## src/cstc_pkg.sv

```systemverilog
// Package: types, constants and reset values for the cooling supply temperature controller.
package cstc_pkg;

  localparam int TEMP_W   = 17;
  localparam int MARGIN_W = 16;
  localparam int RATE_W   = 10;
  localparam int CFG_AW   = 3;
  localparam int CFG_DW   = 17;
  localparam int STEP_W   = 19;
  localparam int IN_DW    = 40;
  localparam int OUT_DW   = 24;

  localparam logic [TEMP_W-1:0] BASE_CEILING = TEMP_W'(120000);

  typedef enum logic [1:0] {
    MODE_DEFAULT    = 2'd0,
    MODE_AGGRESSIVE = 2'd1,
    MODE_INSTANT    = 2'd2,
    MODE_FIXED      = 2'd3
  } mode_t;

  typedef enum logic [CFG_AW-1:0] {
    REG_MODE        = 3'd0,
    REG_FIXED_TEMP  = 3'd1,
    REG_EMERG_TEMP  = 3'd2,
    REG_MARGIN      = 3'd3,
    REG_RATE        = 3'd4,
    REG_LOWEST_TEMP = 3'd5,
    REG_LOW_THRESH  = 3'd6,
    REG_HIGH_THRESH = 3'd7
  } reg_idx_t;

  localparam logic [TEMP_W-1:0]   RST_FIXED_TEMP  = TEMP_W'(20000);
  localparam logic [TEMP_W-1:0]   RST_EMERG_TEMP  = TEMP_W'(30000);
  localparam logic [MARGIN_W-1:0] RST_MARGIN      = '0;
  localparam logic [RATE_W-1:0]   RST_RATE        = RATE_W'(10);
  localparam logic [TEMP_W-1:0]   RST_LOWEST_TEMP = TEMP_W'(15000);
  localparam logic [TEMP_W-1:0]   RST_LOW_THRESH  = TEMP_W'(28000);
  localparam logic [TEMP_W-1:0]   RST_HIGH_THRESH = TEMP_W'(29500);

  typedef struct packed {
    mode_t                       mode;
    logic [TEMP_W-1:0]           fixed_supply_temp;
    logic [TEMP_W-1:0]           emergency_temp;
    logic signed [MARGIN_W-1:0]  default_margin;
    logic [RATE_W-1:0]           change_rate;
    logic [TEMP_W-1:0]           lowest_supply_temp;
    logic [TEMP_W-1:0]           step_low_threshold;
    logic [TEMP_W-1:0]           step_high_threshold;
  } cfg_t;

  typedef struct packed {
    logic [TEMP_W-1:0] max_inlet;
    logic [TEMP_W-1:0] max_added;
    logic [TEMP_W-1:0] supply_base;
    logic [TEMP_W-1:0] supply_temp;
  } calc_t;

endpackage

```

## src/cstc_cfg_regs.sv

```systemverilog
// Configuration register file with write port and reset values.
module cstc_cfg_regs import cstc_pkg::*; (
  input  logic              clk,
  input  logic              rst_n,
  input  logic              cfg_we,
  input  logic [CFG_AW-1:0] cfg_addr,
  input  logic [CFG_DW-1:0] cfg_wdata,
  output cfg_t              cfg
);

  cfg_t cfg_r;

  always_ff @(posedge clk) begin
    if (!rst_n) begin
      cfg_r.mode                <= MODE_DEFAULT;
      cfg_r.fixed_supply_temp   <= RST_FIXED_TEMP;
      cfg_r.emergency_temp      <= RST_EMERG_TEMP;
      cfg_r.default_margin      <= RST_MARGIN;
      cfg_r.change_rate         <= RST_RATE;
      cfg_r.lowest_supply_temp  <= RST_LOWEST_TEMP;
      cfg_r.step_low_threshold  <= RST_LOW_THRESH;
      cfg_r.step_high_threshold <= RST_HIGH_THRESH;
    end else if (cfg_we) begin
      unique case (reg_idx_t'(cfg_addr))
        REG_MODE:        cfg_r.mode                <= mode_t'(cfg_wdata[1:0]);
        REG_FIXED_TEMP:  cfg_r.fixed_supply_temp   <= cfg_wdata[TEMP_W-1:0];
        REG_EMERG_TEMP:  cfg_r.emergency_temp      <= cfg_wdata[TEMP_W-1:0];
        REG_MARGIN:      cfg_r.default_margin      <= cfg_wdata[MARGIN_W-1:0];
        REG_RATE:        cfg_r.change_rate         <= cfg_wdata[RATE_W-1:0];
        REG_LOWEST_TEMP: cfg_r.lowest_supply_temp  <= cfg_wdata[TEMP_W-1:0];
        REG_LOW_THRESH:  cfg_r.step_low_threshold  <= cfg_wdata[TEMP_W-1:0];
        REG_HIGH_THRESH: cfg_r.step_high_threshold <= cfg_wdata[TEMP_W-1:0];
        default: ;
      endcase
    end
  end

  assign cfg = cfg_r;

endmodule

```

## src/cstc_round_calc.sv

```systemverilog
// Combinational update of the running maxima, supply base and supply temperature.
module cstc_round_calc import cstc_pkg::*; (
  input  cfg_t              cfg,
  input  logic [TEMP_W-1:0] max_inlet,
  input  logic [TEMP_W-1:0] max_added,
  input  logic [TEMP_W-1:0] supply_base,
  input  logic [TEMP_W-1:0] inlet_temp,
  input  logic [TEMP_W-1:0] added_temp,
  input  logic              server_active,
  output calc_t             calc
);

  logic [TEMP_W-1:0]        hi;
  logic [TEMP_W-1:0]        add_hi;
  logic signed [STEP_W-1:0] s_base;
  logic signed [STEP_W-1:0] s_rate;
  logic signed [STEP_W-1:0] s_rate10;
  logic signed [STEP_W-1:0] s_rate20;
  logic signed [STEP_W-1:0] s_hi;
  logic signed [STEP_W-1:0] s_em;
  logic signed [STEP_W-1:0] s_lo_t;
  logic signed [STEP_W-1:0] s_hi_t;
  logic signed [STEP_W-1:0] s_lim;
  logic signed [STEP_W-1:0] s_low;
  logic signed [STEP_W-1:0] s_ceil;
  logic signed [STEP_W-1:0] stepped;
  logic signed [STEP_W-1:0] clamped;
  logic [TEMP_W-1:0]        new_base;
  logic [TEMP_W-1:0]        instant;

  always_comb begin
    hi     = (server_active && (inlet_temp > max_inlet)) ? inlet_temp : max_inlet;
    add_hi = (added_temp > max_added) ? added_temp : max_added;

    s_base   = $signed({2'b00, supply_base});
    s_rate   = $signed({{(STEP_W-RATE_W){1'b0}}, cfg.change_rate});
    s_rate10 = (s_rate <<< 3) + (s_rate <<< 1);
    s_rate20 = s_rate10 <<< 1;
    s_hi     = $signed({2'b00, hi});
    s_em     = $signed({2'b00, cfg.emergency_temp});
    s_lo_t   = $signed({2'b00, cfg.step_low_threshold});
    s_hi_t   = $signed({2'b00, cfg.step_high_threshold});
    s_low    = $signed({2'b00, cfg.lowest_supply_temp});
    s_ceil   = $signed({2'b00, BASE_CEILING});
    s_lim    = s_em + $signed({{(STEP_W-MARGIN_W){cfg.default_margin[MARGIN_W-1]}},
                               cfg.default_margin});

    if (cfg.mode == MODE_DEFAULT) begin
      stepped = (s_lim > s_hi) ? (s_base + s_rate) : (s_base - s_rate);
    end else begin
      priority if (s_hi < s_lo_t && s_base < s_em) begin
        stepped = s_base + s_rate10;
      end else if (s_hi >= s_lo_t && s_hi < s_hi_t && s_base < s_em) begin
        stepped = s_base + s_rate;
      end else if (s_hi >= s_hi_t && s_hi < s_em) begin
        stepped = s_base;
      end else begin
        stepped = s_base - s_rate20;
      end
    end

    clamped = (stepped < s_low) ? s_low : stepped;
    if (clamped > s_ceil) begin
      clamped = s_ceil;
    end
    new_base = clamped[TEMP_W-1:0];

    instant = (cfg.emergency_temp > add_hi) ? (cfg.emergency_temp - add_hi) : '0;

    calc.max_inlet = hi;
    calc.max_added = add_hi;
    unique case (cfg.mode)
      MODE_DEFAULT, MODE_AGGRESSIVE: begin
        calc.supply_base = new_base;
        calc.supply_temp = new_base;
      end
      MODE_INSTANT: begin
        calc.supply_base = supply_base;
        calc.supply_temp = instant;
      end
      default: begin
        calc.supply_base = supply_base;
        calc.supply_temp = cfg.fixed_supply_temp;
      end
    endcase
  end

endmodule

```

## src/cooling_supply_temp_controller.sv

```systemverilog
// Top level: input register, round state, result register and configuration.
//
//  channel | ports                          | content
//  in      | in_tvalid/in_tready            | tdata: inlet_temp, added_temp; tuser: active; tlast
//  out     | out_tvalid/out_tready          | tdata: supply_temp
//  cfg     | cfg_we/cfg_addr/cfg_wdata      | register write, no read-back
//
//  One item per cycle unless a last-server item waits; a last item's result is registered.
//  The round update is one pass of compare-add logic between the input and result registers.
//  Reset (synchronous, rst_n low) clears maxima, sets the base to its floor reset value.
//  A last-server item waits in the input register while the result register holds.
//  Items that are not last-server pass the input register regardless of the output side.
module cooling_supply_temp_controller import cstc_pkg::*; (
  input  logic              clk,
  input  logic              rst_n,
  input  logic              in_tvalid,
  output logic              in_tready,
  input  logic [IN_DW-1:0]  in_tdata,   // [16:0] inlet_temp, [33:17] added_temp, rest zero
  input  logic              in_tuser,   // [0] server_active
  input  logic              in_tlast,
  output logic              out_tvalid,
  input  logic              out_tready,
  output logic [OUT_DW-1:0] out_tdata,  // [16:0] supply_temp, rest zero
  input  logic              cfg_we,
  input  logic [CFG_AW-1:0] cfg_addr,
  input  logic [CFG_DW-1:0] cfg_wdata
);

  cfg_t              cfg;
  calc_t             calc;

  logic              s1_valid_r;
  logic [TEMP_W-1:0] s1_inlet_r;
  logic [TEMP_W-1:0] s1_added_r;
  logic              s1_active_r;
  logic              s1_last_r;
  logic              s1_adv;
  logic              out_free;
  logic              round_end;

  logic [TEMP_W-1:0] max_inlet_r;
  logic [TEMP_W-1:0] max_added_r;
  logic [TEMP_W-1:0] supply_base_r;
  logic              out_valid_r;
  logic [TEMP_W-1:0] out_data_r;

  cstc_cfg_regs u_cfg (
    .clk       (clk),
    .rst_n     (rst_n),
    .cfg_we    (cfg_we),
    .cfg_addr  (cfg_addr),
    .cfg_wdata (cfg_wdata),
    .cfg       (cfg)
  );

  cstc_round_calc u_calc (
    .cfg           (cfg),
    .max_inlet     (max_inlet_r),
    .max_added     (max_added_r),
    .supply_base   (supply_base_r),
    .inlet_temp    (s1_inlet_r),
    .added_temp    (s1_added_r),
    .server_active (s1_active_r),
    .calc          (calc)
  );

  assign out_free  = !out_valid_r || out_tready;
  assign s1_adv    = s1_valid_r && (!s1_last_r || out_free);
  assign round_end = s1_adv && s1_last_r;
  assign in_tready = !s1_valid_r || s1_adv;

  always_ff @(posedge clk) begin
    if (!rst_n) begin
      s1_valid_r <= 1'b0;
    end else if (in_tready) begin
      s1_valid_r <= in_tvalid;
    end
  end

  always_ff @(posedge clk) begin
    if (in_tready && in_tvalid) begin
      s1_inlet_r  <= in_tdata[TEMP_W-1:0];
      s1_added_r  <= in_tdata[2*TEMP_W-1:TEMP_W];
      s1_active_r <= in_tuser;
      s1_last_r   <= in_tlast;
    end
  end

  always_ff @(posedge clk) begin
    if (!rst_n) begin
      max_inlet_r   <= '0;
      max_added_r   <= '0;
      supply_base_r <= RST_LOWEST_TEMP;
    end else if (s1_adv) begin
      if (s1_last_r) begin
        max_inlet_r   <= '0;
        max_added_r   <= '0;
        supply_base_r <= calc.supply_base;
      end else begin
        max_inlet_r <= calc.max_inlet;
        max_added_r <= calc.max_added;
      end
    end
  end

  always_ff @(posedge clk) begin
    if (!rst_n) begin
      out_valid_r <= 1'b0;
    end else if (round_end) begin
      out_valid_r <= 1'b1;
    end else if (out_tready) begin
      out_valid_r <= 1'b0;
    end
  end

  always_ff @(posedge clk) begin
    if (round_end) begin
      out_data_r <= calc.supply_temp;
    end
  end

  assign out_tvalid = out_valid_r;
  assign out_tdata  = {{(OUT_DW-TEMP_W){1'b0}}, out_data_r};

`ifndef SYNTH
  a_round_clears: assert property (@(posedge clk) disable iff (!rst_n)
    round_end |=> (max_inlet_r == '0 && max_added_r == '0))
    else $error("running maxima not cleared after round end");

  a_base_ceiling: assert property (@(posedge clk) disable iff (!rst_n)
    supply_base_r <= BASE_CEILING)
    else $error("supply base above ceiling");

  a_step_result: assert property (@(posedge clk) disable iff (!rst_n)
    (round_end && (cfg.mode == MODE_DEFAULT || cfg.mode == MODE_AGGRESSIVE))
    |=> (out_data_r == supply_base_r))
    else $error("stepping result differs from stored base");

  a_last_held: assert property (@(posedge clk) disable iff (!rst_n)
    (s1_valid_r && s1_last_r && out_valid_r && !out_tready) |-> !in_tready)
    else $error("input taken while round end is blocked");
`endif

endmodule
```

## config.mk

```make
export PLATFORM = sky130hd
export DESIGN_NAME = cooling_supply_temp_controller
export DESIGN_NICKNAME = d
export VERILOG_FILES = /design/src/cstc_pkg.sv /design/src/cstc_cfg_regs.sv /design/src/cstc_round_calc.sv /design/src/cooling_supply_temp_controller.sv
export SDC_FILE = /design/constraint.sdc
export NUM_CORES = 1
export LEC_CHECK = 0
export ABC_AREA = 1
export BUFFER_PORTS_ARGS = -buffer_cell sky130_fd_sc_hd__buf_2
export CAP_MARGIN = 30
export CORE_AREA = 10 10 237 217
export DETAILED_ROUTE_END_ITERATION = 8
export DIE_AREA = 0 0 247 227
export GPL_TIMING_DRIVEN = 0
export HOLD_SLACK_MARGIN = 0.02
export PLACE_DENSITY = 0.63
export SLEW_MARGIN = 5
export SYNTH_ARGS = -nofsm -noshare
export SYNTH_HDL_FRONTEND = slang
export SYNTH_HIERARCHICAL = 1
export SYNTH_SLANG_ARGS = --single-unit
export TNS_END_PERCENT = 30
```

## constraint.sdc

```tcl
create_clock -name clk -period 10.7 [get_ports clk]
set_input_delay 1.07 -clock clk [delete_from_list [all_inputs] [get_ports clk]]
set_output_delay 1.07 -clock clk [all_outputs]
set_load 0.03 [all_outputs]
```

==> flow_summary_export.csv <==
group,metric,value,unit
outcome,outcome,"completed",
cts,cts_buffers,25,
cells_and_area,multiInputGateArea,11500,sq um
power_and_ir_drop,p_per_area,144,nW/um^2
logic_synthesis,synth_top_area_share,18.1,%
timing,slew_violations,0,
place,dpl-instance-area,19600,sq um
routing,vias,17900,
logic_synthesis,syn_area,18400,sq um
logic_synthesis,synth.most_common_cell,"nand2_1",
timing,relSlewSlack,26.2,%
global_route,grt_max_degree,37,
cts,clock_path_buffers,3,
logic_synthesis,synth_compound_area_share,10.6,%
logic_synthesis,yosysSeqAreaShare,26.8,%
hold_path,hold_path.class,"reg2reg",
routing,drc,0,
cts,cts_hold_buf,0,
logic_synthesis,ys.flop_type,"dfxtp_1",
routing,dr.pass1.iters,5,
timing,hold_viol,0,
global_route,grt_pass1_wl,95300,um
cts,clk_pin_slew,60,ps
power_and_ir_drop,power.total,2.93,mW
logic_synthesis,synth_top_family_by_area,"simple AND/OR/NAND/NOR gates",
routing,avgRoutedWirePerCell,17.7,um
cells_and_area,area_growth,11.1,%
routing,routed_wl,61600,um
worst_setup_path,crit_slowest_cell,"o21ai_1",
job,cap_violations,0,
routing,detail_route.iter0.violations,1508,
cts,insertion_delay,550,ps
logic_synthesis,yosysUniqueCellTypes,68,
worst_setup_path,cp.arrival,9050,ps
logic_synthesis,synth_edf_count,53,
cells_and_area,fillers,4835,
place,portBuffers,78,
cts,cts_num_sinks,219,
routing,antenna_left,0,
die,die-area,56100,sq um
cells_and_area,fin_area,20400,sq um
timing,period_share,80.1,%
cells_and_area,final-seq-area,4910,sq um
die,initial_utilization,39.7,%
die,core,46300,sq um
logic_synthesis,synthMuxAreaShare,0,%
global_route,antenna_found_initial,1,
worst_setup_path,critPathLaunchType,"flip-flop",
timing,setup_violations,0,
die,num_rows,75,
place,gp_congestion,0.960,
cts,cts_setup_buffers,0,
die,die_h,227,um
logic_synthesis,yosys.area.top_type,"dfxtp_1",
logic_synthesis,synth_fa_ha_area_share,16.0,%
logic_synthesis,ys_warn_count,6,
cts,cts_max_level,1,
cts,root_buffer,"clkbuf_16",
logic_synthesis,synthTopCellsByCount,"nand2_1, inv_1, nor2_1, ha_1, nand3_1",
cells_and_area,stdcell_count,3472,
logic_synthesis,synth-xor-area-share,3.20,%
power_and_ir_drop,vdd_drop_max,0.000120,V
global_route,grt_usage,21.6,%
logic_synthesis,synthCells,2718,
global_route,grt_pass1_vias,17400,
place,place_hpwl,49800,um
die,die_w,247,um
timing,finalCriticalPeriod,8570,ps
die,io_pins,93,
logic_synthesis,synth-simple-area-share,32.8,%
place,dp_cells,3424,
cells_and_area,layout.nets,3133,
cells_and_area,drive_gt1_share,9.85,%
global_route,grt_overflow,0,
timing,setup_tns,0,ps
timing,finClkSkew,16.9,ps
cts,post_cts_resized,0,
power_and_ir_drop,p_leak,10.2,nW
logic_synthesis,syn_area_per_cell,6.76,sq um
timing,worst_slew_pin_slew,1100,ps
worst_setup_path,crit_fanout,10,
worst_setup_path,crit_top_cell,"nand2_1",
cts,cts_tree,"built",
logic_synthesis,synth_area_leaders,"dfxtp_1, nand2_1, ha_1",
timing,fmax,117,MHz
worst_setup_path,cp_slowest_stage_delay,920,ps
timing,rsz0062_at_grt,"no",
logic_synthesis,ys_seq_elements,219,
worst_setup_path,worstSetupPathType,"reg2reg",
logic_synthesis,ys_async_sr_fraction,0,%
worst_setup_path,crit_path_end_kind,"flip-flop",
routing,viasPerCell,5.17,
worst_setup_path,required,11180,ps
[flip-flops by register name, indices dropped and copies added, names as in the netlist]
name and flops:
max_added_r 17, max_inlet_r 17, out_data_r 17, out_tvalid 1, s1_active_r 1, s1_added_r 17
s1_inlet_r 17, s1_last_r 1, s1_valid_r 1, supply_base_r 17, u_cfg/cfg 113
[final timing paths]
path | start | to | slack (ps) | cells past startpoint
hold reg to reg | u_cfg/cfg[23]$_SDFFE_PN1P_ | u_cfg/cfg[23]$_SDFFE_PN1P_ | 460 | 2
setup / recovery | s1_inlet_r[16]$_DFFE_PP_ | supply_base_r[4]$_SDFFE_PN1P_ | 2130 | 48
hold / removal | u_cfg/cfg[23]$_SDFFE_PN1P_ | u_cfg/cfg[23]$_SDFFE_PN1P_ | 460 | 2
setup reg to reg | s1_inlet_r[16]$_DFFE_PP_ | supply_base_r[4]$_SDFFE_PN1P_ | 2130 | 48
[routing by layer]
layer / global-route usage [%] / up-vias / wire (um)
li1: - / 9016 / -
met1: 27.5 / 8263 / 26800
met2: 36.9 / 543 / 28700
met3: 1.99 / 126 / 3620
met4: 9.08 / 0 / 2450
met5: 0 / - / 0
[final cells by class]
type,count,share of cell area [%]
Inverter,364,6.71
Buffer,98,2.91
Tap cell,616,3.78
Sequential cell,219,24.1
Clock buffer,36,3.46
Timing Repair Buffer,85,2.08
Antenna cell,2,0.0245
Clock inverter,9,0.540
Multi-Input combinational cell,2043,56.4
[kinds of logic (layout without fill, tap and decap cells)]
group                    after synthesis  in the layout
XOR/XNOR                              67             67
AO/OA/AOI/OAI                        347            347
other                                  1              9
flip-flops                           219            219
buffers and inverters                462            592
adder cells (fa/ha/maj)              230            230
AND/OR/NAND/NOR                     1392           1392
[where the power goes]
| group | switching [mW] | internal [mW] | leakage (nW) |
|---|---|---|---|
| logic | 0.746 | 0.371 | 7.92 |
| registers | 0.0427 | 0.900 | 1.86 |
| clock network | 0.362 | 0.508 | 0.398 |
| total | 1.15 | 1.78 | 10.2 |
[critical path: cells and delay by family (launching register included)]
family / cells / cell delay [ps]
buf+inv: 6 / 1570
compound gates: 7 / 1830
flops: 1 / 430
fa+ha+maj: 4 / 1180
simple gates: 31 / 3470
[per-stage QoR]
stage	worst slack (ps)	utilization, %	hold slack, ps
6_report	2130	44.1	458
5_1_grt	1710	44.1	470
4_1_cts	2300	44.1	458
3_5_place_dp	2320	42.3	442
3_3_place_gp	2090	42.3	440
2_1_floorplan	4480	-	429
[placed cells by master (no fill, tap or decap), types with 16 or more instances in the layout]
master	Yosys	layout
xor2_1	52	52
nand3_1	219	219
nor2_1	277	277
clkbuf_16	0	25
ha_1	223	223
inv_1	349	348
clkbuf_1	26	33
buf_2	33	117
dfxtp_1	166	166
nand4_1	29	29
nand2_1	757	757
o21ai_0	90	87
buf_4	17	17
nor3_1	26	26
edfxtp_1	53	53
nand3_2	17	17
nand2_2	16	16
a21oi_1	177	177
Power figures use the tool's default switching activity.
